===== config.mk =====
export PLATFORM = sky130hd
export DESIGN_NAME = jtsm_ram
export DESIGN_NICKNAME = d
export VERILOG_FILES = /design/src/sv/jtsm_ram.sv
export SDC_FILE = /design/constraint.sdc
export NUM_CORES = 1
export LEC_CHECK = 0
export ABC_CLOCK_PERIOD_IN_PS = 2100
export BUFFER_PORTS_ARGS = -buffer_cell sky130_fd_sc_hd__buf_2
export CAP_MARGIN = 25
export CORE_MARGIN = 8
export CORE_UTILIZATION = 60
export CTS_BUF_LIST = sky130_fd_sc_hd__clkbuf_2
export DETAILED_ROUTE_END_ITERATION = 12
export GPL_ROUTABILITY_DRIVEN = 0
export PLACE_DENSITY_LB_ADDON = 0.08
export SLEW_MARGIN = 10
export SYNTH_ARGS = -nofsm -noshare
export SYNTH_HDL_FRONTEND = slang
export SYNTH_SLANG_ARGS = --single-unit

===== constraint.sdc =====
create_clock -name i_clk -period 2.1 [get_ports i_clk]
set_input_delay 0 -clock i_clk [delete_from_list [all_inputs] [get_ports i_clk]]
set_output_delay 0 -clock i_clk [all_outputs]
set_load 0.01 [all_outputs]

===== src/sv/jtsm_ram.sv =====
// Generic single-write, single-read RAM with registered read data.
module jtsm_ram #(
    parameter int WIDTH = 8,
    parameter int DEPTH = 16
) (
    input  logic                     i_clk,
    input  logic                     i_we,
    input  logic [$clog2(DEPTH)-1:0] i_waddr,
    input  logic [WIDTH-1:0]         i_wdata,
    input  logic [$clog2(DEPTH)-1:0] i_raddr,
    output logic [WIDTH-1:0]         o_rdata
);

    logic [WIDTH-1:0] r_mem [DEPTH];
    logic [WIDTH-1:0] r_rdata;

    // write port
    always_ff @(posedge i_clk) begin
        if (i_we) begin
            r_mem[i_waddr] <= i_wdata;
        end
    end

    // read port, registered
    always_ff @(posedge i_clk) begin
        r_rdata <= r_mem[i_raddr];
    end

    assign o_rdata = r_rdata;

endmodule


### Word-level counts from Yosys, hierarchy flattened

Memory sizes are Yosys's and may differ from the RTL's. A register that Yosys moved wholly into a read port is not among the register bits.
Index checks and enable logic that the tools add are counted.

* register bits after elaboration: 0
* bits in writable memories: 128
* logic and storage cells: 3
* output and inout bits: 8
* memories: 1

Memory list
* r_mem: depth 16, bits a word 8, rd ports 1, clocked after memory_dff 1, write ports 1, RTL line 14 `logic [WIDTH-1:0] r_mem [DEPTH];`

* mux-type cells: 2

Operator list (count)
* 1-bit 2-to-1 mux: 2

### Logic depth before layout (Yosys ltp)

Gate-level depths: netlist of run 1.

* word-level depth: 2
* depth in mapped cells: 5
* mapped depth without buffers: 3

### Worst setup path after synthesis of run 1

Ideal clock, no wire load.

* kind: in2reg
* start: input i_waddr[2]
* end: memory r_mem[0][0], enable pin
* cell stages on the path: 2
* arrival: 1110 ps
* setup slack: 607 ps
* library setup time: 383 ps
* path through: or3b_2 -> nor3_1

RTL lines
* start: declaration: RTL line 8 `input logic [$clog2(DEPTH)-1:0] i_waddr,`
* end: declaration: RTL line 14

Straight into the memory's write port.

==> impl_metrics.yaml, run 1 <==
die:
  fp-row-count: 33
  die_y_um: 109
  dieArea_mm2: 0.0118
  core-area_mm2: 0.00826
  top_level_ports: 26
  die_w_um: 109
  initial_utilization: 0.623
sta:
  finalMaxSlewViolations: 0
  relSlewSlack: 0.685
  max_freq_mhz: 506
  skew_ps: 30.2
  period_share: 0.942
  worst_slack_ps: 122
  min_period_ps: 1980
  setup-violations-final: 0
  fin_setup_tns_ps: 0
  hold_violations: 0
  worst_slew_pin_slew_ps: 472
  rsz0062_at_grt: "no"
cts:
  cts_buffers: 17
  path_clk_slew_ps: 200
  cts_sinks: 136
  cts_tree: "yes"
  cts-htree-levels: 4
  clk-insertion-delay-late_ps: 620
  postCtsHoldBufs: 21
  cts_resized: 0
  clk_root_buffer_cell: "clkbuf_2"
  cts_setup_buffers: 0
  clk_path_buf_depth: 2
setup_path:
  startpoint_type: "input pin"
  ff2ff_path_depth: 4
  critPathCaptureType: "flop"
  path_class: "in2reg"
  path_max_fanout: 6
  cp.required_ps: 2670
  crit_arrival_ps: 2550
detailed_routing:
  wl_per_cell_um: 22.7
  dr.pass1.iters: 4
  routed_via_density: 5.91
  vias: 2487
  ant_nets: 0
  first_iter_violations: 111
  drc: 0
  wl_um: 9570
logic_synthesis:
  avgSynthCellArea_um2: 22.5
  ys_warn_count: 0
  synth_cell_type_count: 19
  syn_inst: 229
  synth_area_mm2: 0.00515
  ys_seq_area_frac: 0.778
  syn-num-nets: 247
  synth_edf_count: 128
  synth.ff_latch_count: 136
  async_reset_ff_frac: 0
  synth-main-ff-cell: "edfxtp_1"
job:
  drv_cap: 0
placed_design:
  place_ws_ps: 642
  placed_area_mm2: 0.00549
  dp_hpwl_um: 5800
  portBuffers: 25
power:
  vdd_ir_drop_max_v: 0.000383
  p_per_area_mw_per_mm2: 840
  power.static_leakage_nw: 2.05
worst_hold_path:
  hold_class: "in2reg"
  holdPathStages: 4
finish:
  areaGrowthSynthToFinish_pct: 16.0
  final_cell_mix: "128 x edfxtp_1, 25 x buf_2, 21 x dlygate4sd3_1"
  drive_above_1_share: 0.297
  layout.nets: 321
  final_common_cell: "edfxtp_1"
  n_antenna_cell: 0
  design_area_mm2: 0.00597
global_route:
  grt_pass1_vias: 2600
  grt.total_usage: 0.176
  grt_overflow: 0
  antenna_found_initial: 0
  grt_max_degree: 33
  grt_pass1_wl_um: 14600
status:
  outcome: "completed"
[final cells by class]
| type | count | area, um^2 |
|---|---|---|
| flip-flops and latches | 136 | 4000 |
| fillers | 512 | 2290 |
| multi-input cells | 83 | 1060 |
| repair buffers | 65 | 503 |
| clock inverters | 13 | 181 |
| well taps | 105 | 131 |
| clock buffers | 19 | 95.1 |
[cells in the mapped netlist, types with 2 or more instances]
library cell / count / area (um^2)
edfxtp_1: 128 / 3840
mux4_2: 18 / 405
a22oi_1: 16 / 120
mux4_1: 14 / 368
nor2_1: 13 / 48.8
nand2_1: 9 / 33.8
dfxtp_1: 8 / 160
nor3_1: 4 / 20.0
buf_2: 3 / 15.0
buf_6: 3 / 33.8
clkdlybuf4s25_2: 3 / 30.0
nand2b_1: 2 / 12.5
nand3b_1: 2 / 15.0
[power by group]
group / internal, mW / switching (mW)
clock: 0.785 / 0.873
sequential: 3.03 / 0.0180
combinational: 0.146 / 0.164
[cells by family after synthesis]
kind of cell           Yosys count  share of synthesized area
flip-flops                     136                      0.778
AND/OR/NAND/NOR                 35                     0.0318
multiplexers                    32                      0.150
AO/OA/AOI/OAI                   16                     0.0233
buffers and inverters           10                     0.0168
[worst max-delay path, cell delays in order]
cell and delay, ps:
dlygate4sd3_1 530, buf_2 140, nor2_1 320, dlygate4sd3_1 790
a22oi_1 130, dlygate4sd3_1 570, nand2_1 60
[layer usage]
layer / vias up / GRT usage / routed length (um)
met1: 1259 / 0.217 / 3760
met2: 100 / 0.289 / 4920
li1: 1124 / - / -
met5: - / 0 / 0
met4: 0 / 0.0753 / 89
met3: 4 / 0.0490 / 800
[stage by stage]
stage,cells,hold WS (ps),utilization,power [mW]
after floorplan,229,98.9,-,3.27
after global placement,368,388,0.664,3.39
after detailed placement,368,399,0.664,3.40
after CTS,421,12.8,0.723,5.06
after global routing,421,18.7,0.723,5.19
final,421,62.0,0.723,5.02
[final timing paths]
check	slack (ps)	to	start
setup reg to reg	330	o_rdata[2]$_DFF_P_	r_mem[1][2]$_DFFE_PP_
hold reg to reg	680	o_rdata[7]$_DFF_P_	r_mem[14][7]$_DFFE_PP_
setup / recovery	120	o_rdata[2]$_DFF_P_	i_raddr[2]
hold / removal	60	o_rdata[3]$_DFF_P_	i_raddr[1]
[state kept, by name (all words and copies together) (netlist names)]
name,cells
r_mem,128
o_rdata,8
(Power assumes the default switching activity.)
==> inputs of run 2 (changes only) <==
- ABC_AREA: unset -> 1
- REMOVE_ABC_BUFFERS: unset -> 1
- SKIP_CTS_REPAIR_TIMING: unset -> 1
==> impl_metrics.yaml, run 2 <==
sta:
  finalMaxSlewViolations: 0
  min_period_ps: 1640
  setup-violations-final: 0
  fin_setup_tns_ps: 0
  period_share: 0.783
  rsz0062_at_grt: "no"
  worst_slack_ps: 456
  relSlewSlack: 0.450
  skew_ps: 28.5
  hold_violations: 0
  worst_slew_pin_slew_ps: 823
  max_freq_mhz: 608
detailed_routing:
  vias: 3888
  routed_via_density: 5.29
  ant_nets: 0
  drc: 0
  dr.pass1.iters: 5
  wl_um: 12700
  wl_per_cell_um: 17.3
  first_iter_violations: 460
logic_synthesis:
  synth_area_mm2: 0.00577
  ys_warn_count: 0
  synth_top_area_cell: "edfxtp_1"
  synth-main-ff-cell: "edfxtp_1"
  syn_inst: 551
  synth_edf_count: 128
  ys_top_cells_by_count: "173 x nand2_1, 128 x edfxtp_1, 100 x inv_1"
  synthTopCellsByArea: "edfxtp_1 67%, nand2_1 11%, nand3_1 8.4%"
  synth.top_cell.area_share: 0.667
  async_reset_ff_frac: 0
  ys_seq_area_frac: 0.694
  synth_most_common_cell: "nand2_1"
  avgSynthCellArea_um2: 10.5
  synth_cell_type_count: 12
  synth.ff_latch_count: 136
cts:
  clk_path_buf_depth: 2
  clk-insertion-delay-late_ps: 660
  cts_buffers: 17
  cts_tree: "yes"
  path_clk_slew_ps: 190
  cts-htree-levels: 4
  clk_root_buffer_cell: "clkbuf_2"
  cts_sinks: 136
die:
  initial_utilization: 0.621
  top_level_ports: 26
  core-area_mm2: 0.00928
  die_y_um: 114
  die_w_um: 114
  dieArea_mm2: 0.0130
  fp-row-count: 35
setup_path:
  path_class: "in2reg"
  cp.required_ps: 2400
  startpoint_type: "input pin"
  ff2ff_path_depth: 7
  crit_arrival_ps: 1940
  timing.rr.start: "r_mem[6][5]$_DFFE_PP_"
  worstSetupEndpoint: "r_mem[14][0]$_DFFE_PP_"
  ff2ff_setup_slack_ps: 510
  r2r_end: "o_rdata[5]$_DFF_P_"
  worstSetupStartpoint: "i_we"
  path_max_fanout: 8
  critPathCaptureType: "flop"
global_route:
  grt_pass1_vias: 3560
  antenna_found_initial: 0
  grt_max_degree: 65
  grt.total_usage: 0.202
  grt_overflow: 0
  grt_pass1_wl_um: 19600
finish:
  fillers: 739
  layout.nets: 611
  final_cell_mix: "173 x nand2_1, 128 x edfxtp_1, 100 x inv_1"
  final_common_cell: "nand2_1"
  largest_reg_flops: 128
  n_antenna_cell: 0
  ff_latch_area_mm2: 0.00400
  multi_input_area_mm2: 0.00121
  drive_above_1_share: 0.102
  areaGrowthSynthToFinish_pct: 10.7
  regMostFlops: "r_mem"
worst_hold_path:
  hold_class: "in2reg"
placed_design:
  portBuffers: 25
  dp_hpwl_um: 7710
  place_ws_ps: 713
power:
  power.static_leakage_nw: 2.78
  vdd_ir_drop_max_v: 0.000604
  p_per_area_mw_per_mm2: 808
status:
  outcome: "completed"
job:
  drv_cap: 0
[run 2: cell count changes in the layout (fill, tap and decap cells not counted), sizes merged, moves of 2 or more]
cell,change
nand2,+164
inv,+102
clkinvlp,-3
a22oi,-16
nor2,+4
nand2b,-2
buf,-16
nor3,-4
dlygate4sd3,-2
mux4,-32
clkinv,+3
nand3,+96
[run 2: area by class of cell]
class / instances / area share
Multi-Input combinational cell: 289 / 0.190
Tap cell: 129 / 0.0253
Clock buffer: 19 / 0.0149
Sequential cell: 136 / 0.627
Timing Repair Buffer: 47 / 0.0549
Inverter: 102 / 0.0600
Clock inverter: 13 / 0.0280
[run 2: layer usage]
layer  wire length [um]  vias to the layer above  GRT usage
met5                  0                        -          0
met4                167                        0     0.0586
met3               1020                       15     0.0549
met2               5680                      203      0.292
met1               5860                     1816      0.292
li1                   -                     1854          -
[run 2: through the flow]
step	power [mW]	area, um^2	util	hold slack, ps	cells
5_1_grt	5.33	6390	0.688	61.2	735
2_1_floorplan	3.28	5600	-	98.9	527
3_5_place_dp	3.47	5920	0.638	375	684
6_report	5.16	6390	0.688	90.4	735
4_1_cts	5.15	6200	0.667	-357	716
3_3_place_gp	3.47	5920	0.638	368	684
[run 2: how the worst min path moves through the flow]
| stage | depth (start not counted) | end | slack, ps | startpoint |
|---|---|---|---|---|
| floorplan | 0 | r_mem[0][0]$_DFFE_PP_ | 100 | i_wdata[0] |
| global placement | 3 | o_rdata[0]$_DFF_P_ | 370 | i_raddr[3] |
| detailed placement | 3 | o_rdata[7]$_DFF_P_ | 370 | i_raddr[3] |
| CTS | 3 | o_rdata[7]$_DFF_P_ | -360 | i_raddr[3] |
| global route | 8 | o_rdata[1]$_DFF_P_ | 60 | i_raddr[0] |
| finish | 8 | o_rdata[2]$_DFF_P_ | 90 | i_raddr[0] |
[run 2: kinds of logic after synthesis]
kind of cell	synth area share
flip-flops	0.694
AND/OR/NAND/NOR	0.210
buffers and inverters	0.0952
[run 2: report_power, final]
| group | switching (mW) | internal, mW | leakage, nW |
|---|---|---|---|
| sequential | 0.0221 | 3.03 | 1.22 |
| clock | 0.929 | 0.787 | 0.168 |
| combinational | 0.269 | 0.123 | 1.38 |
[run 2: critical path: stages]
cell and delay [ps]:
dlygate4sd3_1 530, buf_2 140, nand3_1 80, dlygate4sd3_1 620, nor2_1 570
