File: config.mk
export PLATFORM = sky130hd
export DESIGN_NAME = jtsm_ctrl
export DESIGN_NICKNAME = d
export VERILOG_FILES = /design/src/sv/jtsm_pkg.sv /design/src/sv/jtsm_ctrl.sv
export SDC_FILE = /design/constraint.sdc
export NUM_CORES = 1
export LEC_CHECK = 0
export BUFFER_PORTS_ARGS = -buffer_cell sky130_fd_sc_hd__buf_2
export CAP_MARGIN = 10
export CORE_ASPECT_RATIO = 0.75
export CORE_MARGIN = 10
export CORE_UTILIZATION = 46
export DETAILED_ROUTE_END_ITERATION = 7
export HOLD_SLACK_MARGIN = 0.15
export MAX_ROUTING_LAYER = met4
export PLACE_DENSITY_LB_ADDON = 0.3
export SETUP_SLACK_MARGIN = 0.4
export SYNTH_ARGS = -nofsm -noshare
export SYNTH_HDL_FRONTEND = slang
export SYNTH_SLANG_ARGS = --single-unit
export TNS_END_PERCENT = 50
File: constraint.sdc
create_clock -name i_clk -period 5.63 [get_ports i_clk]
set_clock_uncertainty 0.05 [all_clocks]
set_input_delay 0.563 -clock i_clk [delete_from_list [all_inputs] [get_ports i_clk]]
set_output_delay 0.563 -clock i_clk [all_outputs]
set_load 0.01 [all_outputs]
File: src/sv/jtsm_pkg.sv
// Shared types and constants for the joint two-stack store with merge.
package jtsm_pkg;

    localparam int DEPTH  = 1024;
    localparam int ADDR_W = $clog2(DEPTH);
    localparam int CNT_W  = $clog2(DEPTH + 1);
    localparam int DATA_W = 32;

    // action codes
    localparam logic [1:0] ACT_PUSH  = 2'd0;
    localparam logic [1:0] ACT_POP   = 2'd1;
    localparam logic [1:0] ACT_MERGE = 2'd2;
    localparam logic [1:0] ACT_CLEAR = 2'd3;

    // one slot of the shared store
    typedef struct packed {
        logic              live;
        logic              owner;
        logic [DATA_W-1:0] value;
    } t_entry;

    localparam int ENTRY_W = $bits(t_entry);

    // store access from the controller
    typedef struct packed {
        logic              we;
        logic [ADDR_W-1:0] waddr;
        t_entry            wdata;
        logic [ADDR_W-1:0] raddr;
    } t_mem_req;

    // pop result word
    typedef struct packed {
        logic              empty;
        logic [DATA_W-1:0] value;
    } t_res;

endpackage

File: src/sv/jtsm_ctrl.sv
// Action sequencer: push, pop scan, merge mark and clear over the shared store.
module jtsm_ctrl import jtsm_pkg::*; (
    input  logic              i_clk,
    input  logic              i_rst_n,
    input  logic              i_in_valid,
    output logic              o_in_stall,
    input  logic [1:0]        i_action,
    input  logic              i_stack_sel,
    input  logic [DATA_W-1:0] i_push_value,
    output t_mem_req          o_mem,
    input  t_entry            i_rd_data,
    output logic              o_res_valid,
    output t_res              o_res,
    input  logic              i_res_ready
);

    localparam logic [1:0] S_IDLE = 2'd0;
    localparam logic [1:0] S_SCAN = 2'd1;
    localparam logic [1:0] S_PUT  = 2'd2;

    logic [1:0]        r_state, n_state;
    logic [CNT_W-1:0]  r_cnt, n_cnt;      // next slot to fill
    logic [CNT_W-1:0]  r_mcnt, n_mcnt;    // slots below this belong to the merge target
    logic              r_mtgt, n_mtgt;
    logic              r_sel, n_sel;
    logic [ADDR_W-1:0] r_addr, n_addr;    // next slot to read
    logic [ADDR_W-1:0] r_lo, n_lo;        // lowest slot worth reading
    logic              r_more, n_more;
    logic              r_pend, n_pend;    // read data this cycle belongs to r_paddr
    logic [ADDR_W-1:0] r_paddr, n_paddr;
    t_res              r_res, n_res;

    logic [CNT_W-1:0]  w_lo;
    logic              w_own;
    logic              w_hit;

    // scan floor: below the merge mark only the merge target owns slots
    assign w_lo  = (r_mtgt != i_stack_sel) ? r_mcnt : '0;
    assign w_own = ({1'b0, r_paddr} < r_mcnt) ? r_mtgt : i_rd_data.owner;
    assign w_hit = r_pend && i_rd_data.live && (w_own == r_sel);

    always_comb begin
        n_state = r_state;
        n_cnt   = r_cnt;
        n_mcnt  = r_mcnt;
        n_mtgt  = r_mtgt;
        n_sel   = r_sel;
        n_addr  = r_addr;
        n_lo    = r_lo;
        n_more  = r_more;
        n_pend  = 1'b0;
        n_paddr = r_addr;
        n_res   = r_res;
        o_mem.we    = 1'b0;
        o_mem.waddr = r_cnt[ADDR_W-1:0];
        o_mem.wdata = '{live: 1'b1, owner: i_stack_sel, value: i_push_value};
        o_mem.raddr = r_addr;
        o_res_valid = 1'b0;

        case (r_state)
            S_IDLE: begin
                if (i_in_valid) begin
                    n_sel = i_stack_sel;
                    case (i_action)
                        ACT_PUSH: begin
                            if (r_cnt < CNT_W'(DEPTH)) begin
                                o_mem.we = 1'b1;
                                n_cnt    = r_cnt + CNT_W'(1);
                            end
                        end
                        ACT_POP: begin
                            if (r_cnt > w_lo) begin
                                n_addr  = ADDR_W'(r_cnt - CNT_W'(1));
                                n_lo    = w_lo[ADDR_W-1:0];
                                n_more  = 1'b1;
                                n_state = S_SCAN;
                            end else begin
                                n_res   = '{empty: 1'b1, value: '0};
                                n_state = S_PUT;
                            end
                        end
                        ACT_MERGE: begin
                            n_mcnt = r_cnt;
                            n_mtgt = i_stack_sel;
                        end
                        ACT_CLEAR: begin
                            n_cnt  = '0;
                            n_mcnt = '0;
                        end
                        default: ;
                    endcase
                end
            end
            S_SCAN: begin
                // issue one read a cycle, check the one issued last cycle
                n_pend  = r_more;
                n_paddr = r_addr;
                if (r_more) begin
                    if (r_addr == r_lo) begin
                        n_more = 1'b0;
                    end else begin
                        n_addr = r_addr - ADDR_W'(1);
                    end
                end
                if (w_hit) begin
                    o_mem.we    = 1'b1;
                    o_mem.waddr = r_paddr;
                    o_mem.wdata = '{live: 1'b0, owner: i_rd_data.owner,
                                    value: i_rd_data.value};
                    n_res   = '{empty: 1'b0, value: i_rd_data.value};
                    n_more  = 1'b0;
                    n_state = S_PUT;
                end else if (!r_pend && !r_more) begin
                    n_res   = '{empty: 1'b1, value: '0};
                    n_state = S_PUT;
                end
            end
            S_PUT: begin
                o_res_valid = 1'b1;
                if (i_res_ready) begin
                    n_state = S_IDLE;
                end
            end
            default: n_state = S_IDLE;
        endcase
    end

    // control registers
    always_ff @(posedge i_clk) begin
        if (!i_rst_n) begin
            r_state <= S_IDLE;
            r_cnt   <= '0;
            r_mcnt  <= '0;
            r_mtgt  <= 1'b0;
            r_more  <= 1'b0;
            r_pend  <= 1'b0;
        end else begin
            r_state <= n_state;
            r_cnt   <= n_cnt;
            r_mcnt  <= n_mcnt;
            r_mtgt  <= n_mtgt;
            r_more  <= n_more;
            r_pend  <= n_pend;
        end
    end

    // payload registers
    always_ff @(posedge i_clk) begin
        r_sel   <= n_sel;
        r_addr  <= n_addr;
        r_lo    <= n_lo;
        r_paddr <= n_paddr;
        r_res   <= n_res;
    end

    assign o_in_stall = (r_state != S_IDLE);
    assign o_res      = r_res;

    // a write never lands on the slot being read in the same cycle
    a_no_rw_clash: assert property (@(posedge i_clk) disable iff (!i_rst_n)
        (o_mem.we && r_state == S_SCAN && r_more) |-> (o_mem.waddr != o_mem.raddr))
        else $error("store read and write hit the same slot");

    a_cnt_range: assert property (@(posedge i_clk) disable iff (!i_rst_n)
        r_cnt <= CNT_W'(DEPTH))
        else $error("fill count beyond store depth");

    a_mark_range: assert property (@(posedge i_clk) disable iff (!i_rst_n)
        r_mcnt <= r_cnt)
        else $error("merge mark above fill count");

    a_res_hold: assert property (@(posedge i_clk) disable iff (!i_rst_n)
        (r_state == S_PUT && !i_res_ready) |=> (r_state == S_PUT && $stable(r_res)))
        else $error("pending pop result lost");

endmodule

== Word-level counts from Yosys, hierarchy flattened ==
Cells that the tools add are included.
Storage, ports and cells
  register bits after elaboration: 91
  bits of input ports: 73
Cells by class
  add/sub/neg operators: 3
  $lt $le $gt $ge: 3
  equality and inequality tests: 17
  muxes and demuxes: 38
  reduce and logical (&&, ||, !) cells: 21
Operators with widths (number)
  two-way mux 33 bit: 5
  one-hot mux 33 bit (2 select lines): 1
  two-way mux 10 bit: 5
  two-way mux 45 bit: 1
  two-way mux 44 bit: 1
  one-hot mux 11 bit (2 select lines): 2
  two-way mux 11 bit: 2
  one-hot mux 10 bit (2 select lines): 1
  subtractor 10 x 1 -> 10 bit, second input constant: 2
  AND reduction 4 bit: 4
  inequality test 2 bit, second input constant: 7
  two-way mux 2 bit: 6
  adder 11 x 1 -> 11 bit, second input constant: 1
  > comparator 11 bit: 1
  < comparator 10 x 11 -> 1 bit: 1
  < comparator 11 bit, second input constant: 1
  two-way mux 1 bit: 11
  == test 10 bit: 1
  nonzero test 2 bit: 4
  == test 2 bit, second input constant: 3
  one-hot mux 2 bit (3 select lines): 1
  AND reduction 3 bit: 2
  AND reduction 6 bit: 1
  AND reduction 5 bit: 1
  10 further kinds: 17

== Logic depth before layout (Yosys ltp) ==
Gate-level depths: netlist of run 1.
  depth after elaboration: 7
  depth in mapped cells: 10

== Least setup slack after synthesis of run 1 ==
Ideal clock, no wire load.
  path kind: input to register
  from: in i_stack_sel
  to: reg r_res, in the netlist o_res[0] (enable)
  library setup time: 487 ps
  arrival time: 4754 ps
  required time: 5093 ps
  path slack: 339 ps
  stages: 9
  buffers on the path: 1
  cell sequence: xor2_1 -> clkbuf_1 -> nand2_1 -> ha_1 -> a21oi_1 -> o21ai_0 -> a2111oi_0 -> a211oi_1 -> a311oi_1
On the way
  longest elaborated chain between the ends: 5
RTL lines
  start: declaration: line jtsm_ctrl.sv:8  | input logic i_stack_sel,
  inequality test 1 bit: line jtsm_ctrl.sv:38  | assign w_lo = (r_mtgt != i_stack_sel) ? r_mcnt : '0;
  two-way mux 11 bit: line jtsm_ctrl.sv:38
  > comparator 11 bit: line jtsm_ctrl.sv:72  | if (r_cnt > w_lo) begin
  inequality test 2 bit (no source line)
  AND reduction 5 bit (no source line)
  end signal: assignment: line jtsm_ctrl.sv:153  | r_res <= n_res;
  end: declaration: line jtsm_ctrl.sv:31  | t_res r_res, n_res;
Every way passes these cells.
A chain may end at the register's enable or synchronous reset.

==> flow_summary.json, run 1 <==
{
  "status": "finished, final reports clean",
  "worstSetupStartpointType": "register",
  "synth_xor_area_share_pct": 4.138,
  "drv_cap": 0,
  "cts_buffers": 9,
  "numPortBuffers": 162,
  "hold_buffers": 0,
  "ys.flop_type": "edfxtp_1",
  "antenna_found_initial": 0,
  "grt_pass1_wl_um": 21010,
  "dpl.hpwl_um": 10760,
  "routed_wl_um": 13680,
  "final_common_cell": "buf_2",
  "tritoncts": "yes",
  "seqCellArea_um2": 2362,
  "crit_buf_inv": 3,
  "routabilityCongestion": 0.8833,
  "htreeDepth": 3,
  "slew_viol_final": 0,
  "clk-insertion-delay-late_ps": 340,
  "via_per_inst": 5.282,
  "cts_setup_buffers": 0,
  "avgRoutedWirePerCell_um": 18.27,
  "via_count": 3956,
  "place_area_um2": 5777,
  "synth_mux_area_share_pct": 11.82,
  "ys_ff_latch": 91,
  "crit_path_max_fanout": 55,
  "multi_input_area_um2": 2298,
  "ys_types": 49,
  "design.core.area_um2": 10290,
  "synth_top_family_by_area": "simple AND/OR/NAND/NOR gates",
  "n_fill_cell": 887,
  "cpMaxStageDelayCell": "buf_4",
  "synth_nets": 546,
  "postRouteAntennaNets": 0,
  "final_util_pct": 58.99,
  "yosysWarnings": 0,
  "grt_pass1_vias": 4017,
  "diodes": 0,
  "synth-compound-area-share_pct": 7.376,
  "finalHoldViolations": 0,
  "p_total_uw": 1435,
  "grt_max_degree": 56,
  "drt_iter0_markers": 302,
  "synthCells": 451,
  "final_cell_mix": "162 x buf_2, 54 x edfxtp_1, 37 x mux2_2, 37 x dfxtp_1, 33 x and2_1",
  "start_util_pct": 47.31,
  "setup_viol": 0,
  "clk_path_buf_depth": 2,
  "globalRouteOverflowTotal": 0,
  "nets": 703,
  "rsz0062_at_grt": "no",
  "grtUsageTotal_pct": 17.49,
  "tns_ps": 0,
  "cp-end-kind": "output port",
  "worst_pin_slew_ps": 840.1,
  "clk_pin_slew_ps": 60,
  "synthAdderAreaFrac_pct": 5.654,
  "ioPinCount": 163,
  "final_cells": 749,
  "post_route_cells_drive_above_1_share_pct": 37.36,
  "hold_class": "register to register",
  "cp_cell_sequence": "inv_1 > ha_1 > a21o_1 > a31oi_1 > o22ai_1 > a2111o_1 > a21oi_4 > buf_4 > mux2_2 > buf_2",
  "ir_worst_vdd_uv": 171.5,
  "route.detailed.drc": 0,
  "timing.final.crit_share_pct": 75.50,
  "die-area_um2": 15140,
  "yosys.area_share.simple_pct": 17.86,
  "area_growth_pct": 24.67,
  "cp_top_family": "compound AO/OA/AOI/OAI gates",
  "synth-seq-area-share_pct": 48.52,
  "die_x_um": 138.8,
  "die_height_um": 109.1,
  "rows": 32,
  "power_leakage_uw": 0.002601,
  "synthesis.area_um2": 4868,
  "drt_first_pass_iters": 5,
  "slew-limit-headroom_pct": 43.99,
  "async_reset_ff_share_pct": 0,
  "dp.cells": 733,
  "max_stage_delay_ps": 570,
  "synth_edf_count": 54,
  "final_area_um2": 6070,
  "min_period_ps": 4251,
  "cts_resized": 0,
  "syn_area_per_cell_um2": 10.79,
  "worstPathArrival_ps": 3640,
  "powerDensity_nw_per_um2": 236.4,
  "cp.required_ps": 5020,
  "worst-setup-path-type": "register to output port",
  "clock-sinks": 91,
  "clockRootBuffer": "clkbuf_16",
  "fmax_mhz": 235.3
}
[final timing paths]
kind | cells past startpoint | end | startpoint | slack, ps
max | 10 | o_mem[13] | r_mcnt[2]$_SDFFE_PN0P_ | 1380
min | 0 | r_paddr[0]$_DFF_P_ | n_paddr[0]$_DFFE_PP_ | 420
max reg2reg | 9 | o_res[30]$_SDFFCE_PN0P_ | r_mtgt$_SDFFE_PN0P_ | 1590
min reg2reg | 0 | r_paddr[0]$_DFF_P_ | n_paddr[0]$_DFFE_PP_ | 420
[kinds of logic (layout without fill, tap and decap cells)]
logic type	after synthesis	in the layout
AOI/OAI and AO/OA	57	57
xor gates and xnor gates	23	23
adders and majority gates	22	22
buffers and inverters	47	209
DFF	91	91
muxes	52	52
and+or+nand+nor	159	159
[synth_stat cells, drive strengths merged, types with 3 or more instances]
master  instances  area (um^2)
nand2          27        101.4
edfxtp         54         1622
nand2b          6        37.54
nor3b           9        67.56
a21oi          27        157.7
nor2b           5        31.28
nor2           30        112.6
o21a            3        22.52
ha             22        275.3
clkbuf         12        46.29
buf             9        81.32
xnor2           8        70.07
nor3           20        100.1
mux2           44        495.5
mux2i           8        80.08
and2           34        215.2
o21ai          12        60.05
nand3           4        20.02
or3             5        31.28
nand4           7        50.05
inv            26        97.59
a211oi          3        22.52
xor2           15        131.4
dfxtp          37        740.7
[state kept, by name, indices dropped and copies added (netlist names)]
register,flops
r_mtgt,1
r_pend,1
r_sel,1
r_mcnt,11
r_state,2
n_paddr,10
r_paddr,10
r_lo,10
r_cnt,11
o_res,33
r_more,1
[stage by stage]
stage | worst slack, ps | hold WS [ps]
2_1_floorplan | 1501 | 396.6
3_3_place_gp | 1473 | 411.2
3_5_place_dp | 1320 | 419.3
4_1_cts | 1352 | 418.5
5_1_grt | 1192 | 420.2
6_report | 1379 | 422.0
[power breakdown]
part | leakage, uW | total [uW] | switching [uW] | internal [uW]
logic | 0.00164 | 127 | 69.1 | 57.6
clock network | 0.000141 | 588 | 243 | 345
registers | 0.000824 | 720 | 6.48 | 714
total | 0.00260 | 1430 | 319 | 1120
[metal layers]
layer  vias to the layer above  GRT usage [%]  part of all wire, %
met5                         -              -                    0
met4                         0          4.086                 0.96
met3                        11          3.823                  6.3
met2                       152          28.03                   49
met1                      1868          22.28                   44
li1                       1925              -                    -
[layout make-up]
type,instances,share of cell area [%]
Clock buffer,10,3.772
Tap cell,136,2.804
Sequential cell,91,38.92
Inverter,26,1.608
Timing Repair Buffer,167,13.98
Clock inverter,6,1.051
Multi-Input combinational cell,313,37.87
No activity file was read; power rests on OpenSTA's default activity.
==> run 2, diff against run 1 <==
Settings changed: ABC_AREA from default to 1, CORE_UTILIZATION 46 to 51.
Clock period 5.63 ns to 4.15 ns, I/O delays scaled along.
==> run 2 against run 1 <==
Compared with the run above:
- routed wire length rose by 4.1%
- cell area is 0.54% lower
- utilization rose by 6.9 points
- final cell count up 17%
- area after synthesis unchanged
- via count increased by 11%
- power is 48% higher
- critical path depth rose by 6
- sequential power grew 40%
- combinational power is 94% higher
- worst setup slack lost 480 ps
- first-iteration DRC count up 52%
==> flow_summary.json, run 2 <==
{
  "rsz0062_at_grt": "no",
  "die_x_um": 132.8,
  "slew_viol_final": 0,
  "hold_end": "r_sel$_DFFE_PP_",
  "hold_path_startpoint": "i_stack_sel",
  "yosys.area.top_type": "edfxtp_1",
  "clockRootBuffer": "clkbuf_16",
  "pre_cts_ws_ps": 990.0,
  "clock-sinks": 91,
  "routabilityCongestion": 1.017,
  "grt_pass1_vias": 4279,
  "die_height_um": 104.6,
  "slew-limit-headroom_pct": 39.40,
  "powerDensity_nw_per_um2": 351.8,
  "rows": 30,
  "nets": 837,
  "power_leakage_uw": 0.003210,
  "via_per_inst": 5.024,
  "synthCells": 581,
  "reg2reg_depth": 14,
  "drv_cap": 0,
  "cts_resized": 0,
  "fmax_mhz": 307.4,
  "globalRouteOverflowTotal": 0,
  "cp.required_ps": 3680,
  "ir_worst_vdd_uv": 215.8,
  "area_growth_pct": 24.00,
  "postRouteAntennaNets": 0,
  "critPathLaunch": "r_mcnt[6]$_SDFFE_PN0P_",
  "grt_pass1_wl_um": 21980,
  "worst-setup-path-type": "register to output port",
  "worstPathArrival_ps": 2790,
  "grtUsageTotal_pct": 20.12,
  "timing.final.crit_share_pct": 78.39,
  "die-area_um2": 13890,
  "hold_buffers": 0,
  "design.core.area_um2": 9159,
  "min_path_cells": 1,
  "post_route_cells_drive_above_1_share_pct": 27.98,
  "synth_common_cells": "185 x nand2_1, 93 x inv_1, 54 x edfxtp_1, 38 x nor2_1, 37 x dfxtp_1",
  "setup_viol": 0,
  "hold_class": "primary input to register",
  "largest_reg_flops": 33,
  "r2r_start": "r_mtgt$_SDFFE_PN0P_",
  "clk_pin_slew_ps": 60,
  "n_fill_cell": 764,
  "worst_slack_ps": 896.7,
  "numPortBuffers": 162,
  "cp-end-kind": "output port",
  "ys_ff_latch": 91,
  "cts_setup_buffers": 0,
  "diodes": 0,
  "reg2reg_slack_ps": 950,
  "yosys.area.top_type_share_pct": 33.31,
  "ys_types": 38,
  "tns_ps": 0,
  "clk_path_buf_depth": 2,
  "synth-seq-area-share_pct": 48.52,
  "synth_nets": 676,
  "synthTopCellsByArea": "edfxtp_1 33%, dfxtp_1 15%, nand2_1 14%, inv_1 7.2%, ha_1 5.7%",
  "status": "finished, final reports clean",
  "final_common_cell": "nand2_1",
  "synth_most_common_cell": "nand2_1",
  "async_reset_ff_share_pct": 0,
  "finalHoldViolations": 0,
  "synth_edf_count": 54,
  "route.detailed.drc": 0,
  "dpl.hpwl_um": 11150,
  "start_util_pct": 53.16,
  "routed_wl_um": 14240,
  "grt_max_degree": 52,
  "syn_area_per_cell_um2": 8.379,
  "tritoncts": "yes",
  "ys.flop_type": "edfxtp_1",
  "htreeDepth": 3,
  "ioPinCount": 163,
  "reg2reg_to": "o_res[27]$_SDFFCE_PN0P_",
  "drt_first_pass_iters": 6,
  "final_cell_mix": "185 x nand2_1, 162 x buf_2, 93 x inv_1, 54 x edfxtp_1, 38 x nor2_1",
  "clk-insertion-delay-late_ps": 340,
  "worstSetupStartpointType": "register",
  "cts_buffers": 9,
  "crit_path_max_fanout": 51,
  "drt_iter0_markers": 458,
  "via_count": 4396,
  "synthesis.area_um2": 4868,
  "yosysWarnings": 0,
  "avgRoutedWirePerCell_um": 16.27,
  "worst_pin_slew_ps": 905.6,
  "min_period_ps": 3253,
  "antenna_found_initial": 0,
  "final_util_pct": 65.92
}
==> run 2: cell types whose count changed in the layout (fill, tap and decap cells not counted), sizes merged, moves of 13 or more <==
| cell | change |
|---|---|
| nor3 | -15 |
| inv | +71 |
| nor2 | +13 |
| and2 | -34 |
| nand2 | +170 |
| o21ai | +19 |
| nand3 | +15 |
| mux2 | -44 |
==> run 2: kinds of logic after synthesis <==
kind of cell	after synthesis	share of synthesized area [%]
flops	91	48.52
xor+xnor	14	2.519
buf+inv	113	10.46
fa+ha+maj	22	5.654
compound gates	63	6.939
simple gates	278	25.91
==> run 2: layout make-up <==
class	instances	area, um^2	share of cell area (%)
Sequential cell	91	2362	39.13
Multi-Input combinational cell	377	1997	33.08
Timing Repair Buffer	164	825.8	13.68
Inverter	99	374.1	6.197
Clock buffer	9	225.2	3.731
Tap cell	128	160.2	2.653
Clock inverter	7	92.59	1.534
==> run 2: how the worst max path moves through the flow <==
| stage | end | depth (start not counted) | slack, ps |
|---|---|---|---|
| floorplan | o_res[0]$_SDFFCE_PN0P_ | 14 | 1110 |
| global placement | o_res[25]$_SDFFCE_PN0P_ | 16 | 1100 |
| detailed placement | o_res[16]$_SDFFCE_PN0P_ | 16 | 990 |
| CTS | o_mem[44] | 13 | 900 |
| global route | o_mem[44] | 16 | 640 |
| finish | o_mem[46] | 16 | 900 |
==> run 2: metrics by stage <==
step	cell area, um^2	power [uW]	hold WS (ps)	cells
finish	6037	2124	274.5	875
global route	6037	2196	256.3	875
CTS	6037	2136	255.6	875
detailed placement	5719	1275	370.4	859
global placement	5719	1267	366.9	859
floorplan	4868	1163	385.4	581
==> run 2: power breakdown <==
group / switching (uW) / total, uW / internal (uW) / leakage [uW]
registers: 17.4 / 1010 / 992 / 0.000821
logic: 149 / 246 / 97.1 / 0.00224
clock network: 343 / 868 / 525 / 0.000149
==> run 2: metal layers <==
metal	GRT usage, %	vias up	wire [um]	share of wire, %
met5	-	-	0	0
met1	22.25	2017	5521	39
met2	33.94	194	6984	49
met4	5.251	0	204	1.4
met3	6.938	18	1527	11
li1	-	2167	-	-
==> run 2: critical path, stage by stage, from the launching register on <==
cell and delay, ps:
dfxtp_1 340, inv_1 80, ha_1 310, nand2_1 70, inv_1 50, nand2_1 50, nand2_1 50, nand2_1 80
nand3_1 80, nand2_1 80, nand2_1 50, nand2_1 130, nand4_4 120, inv_4 510, nand2_1 110, o21ai_1 130
buf_2 170
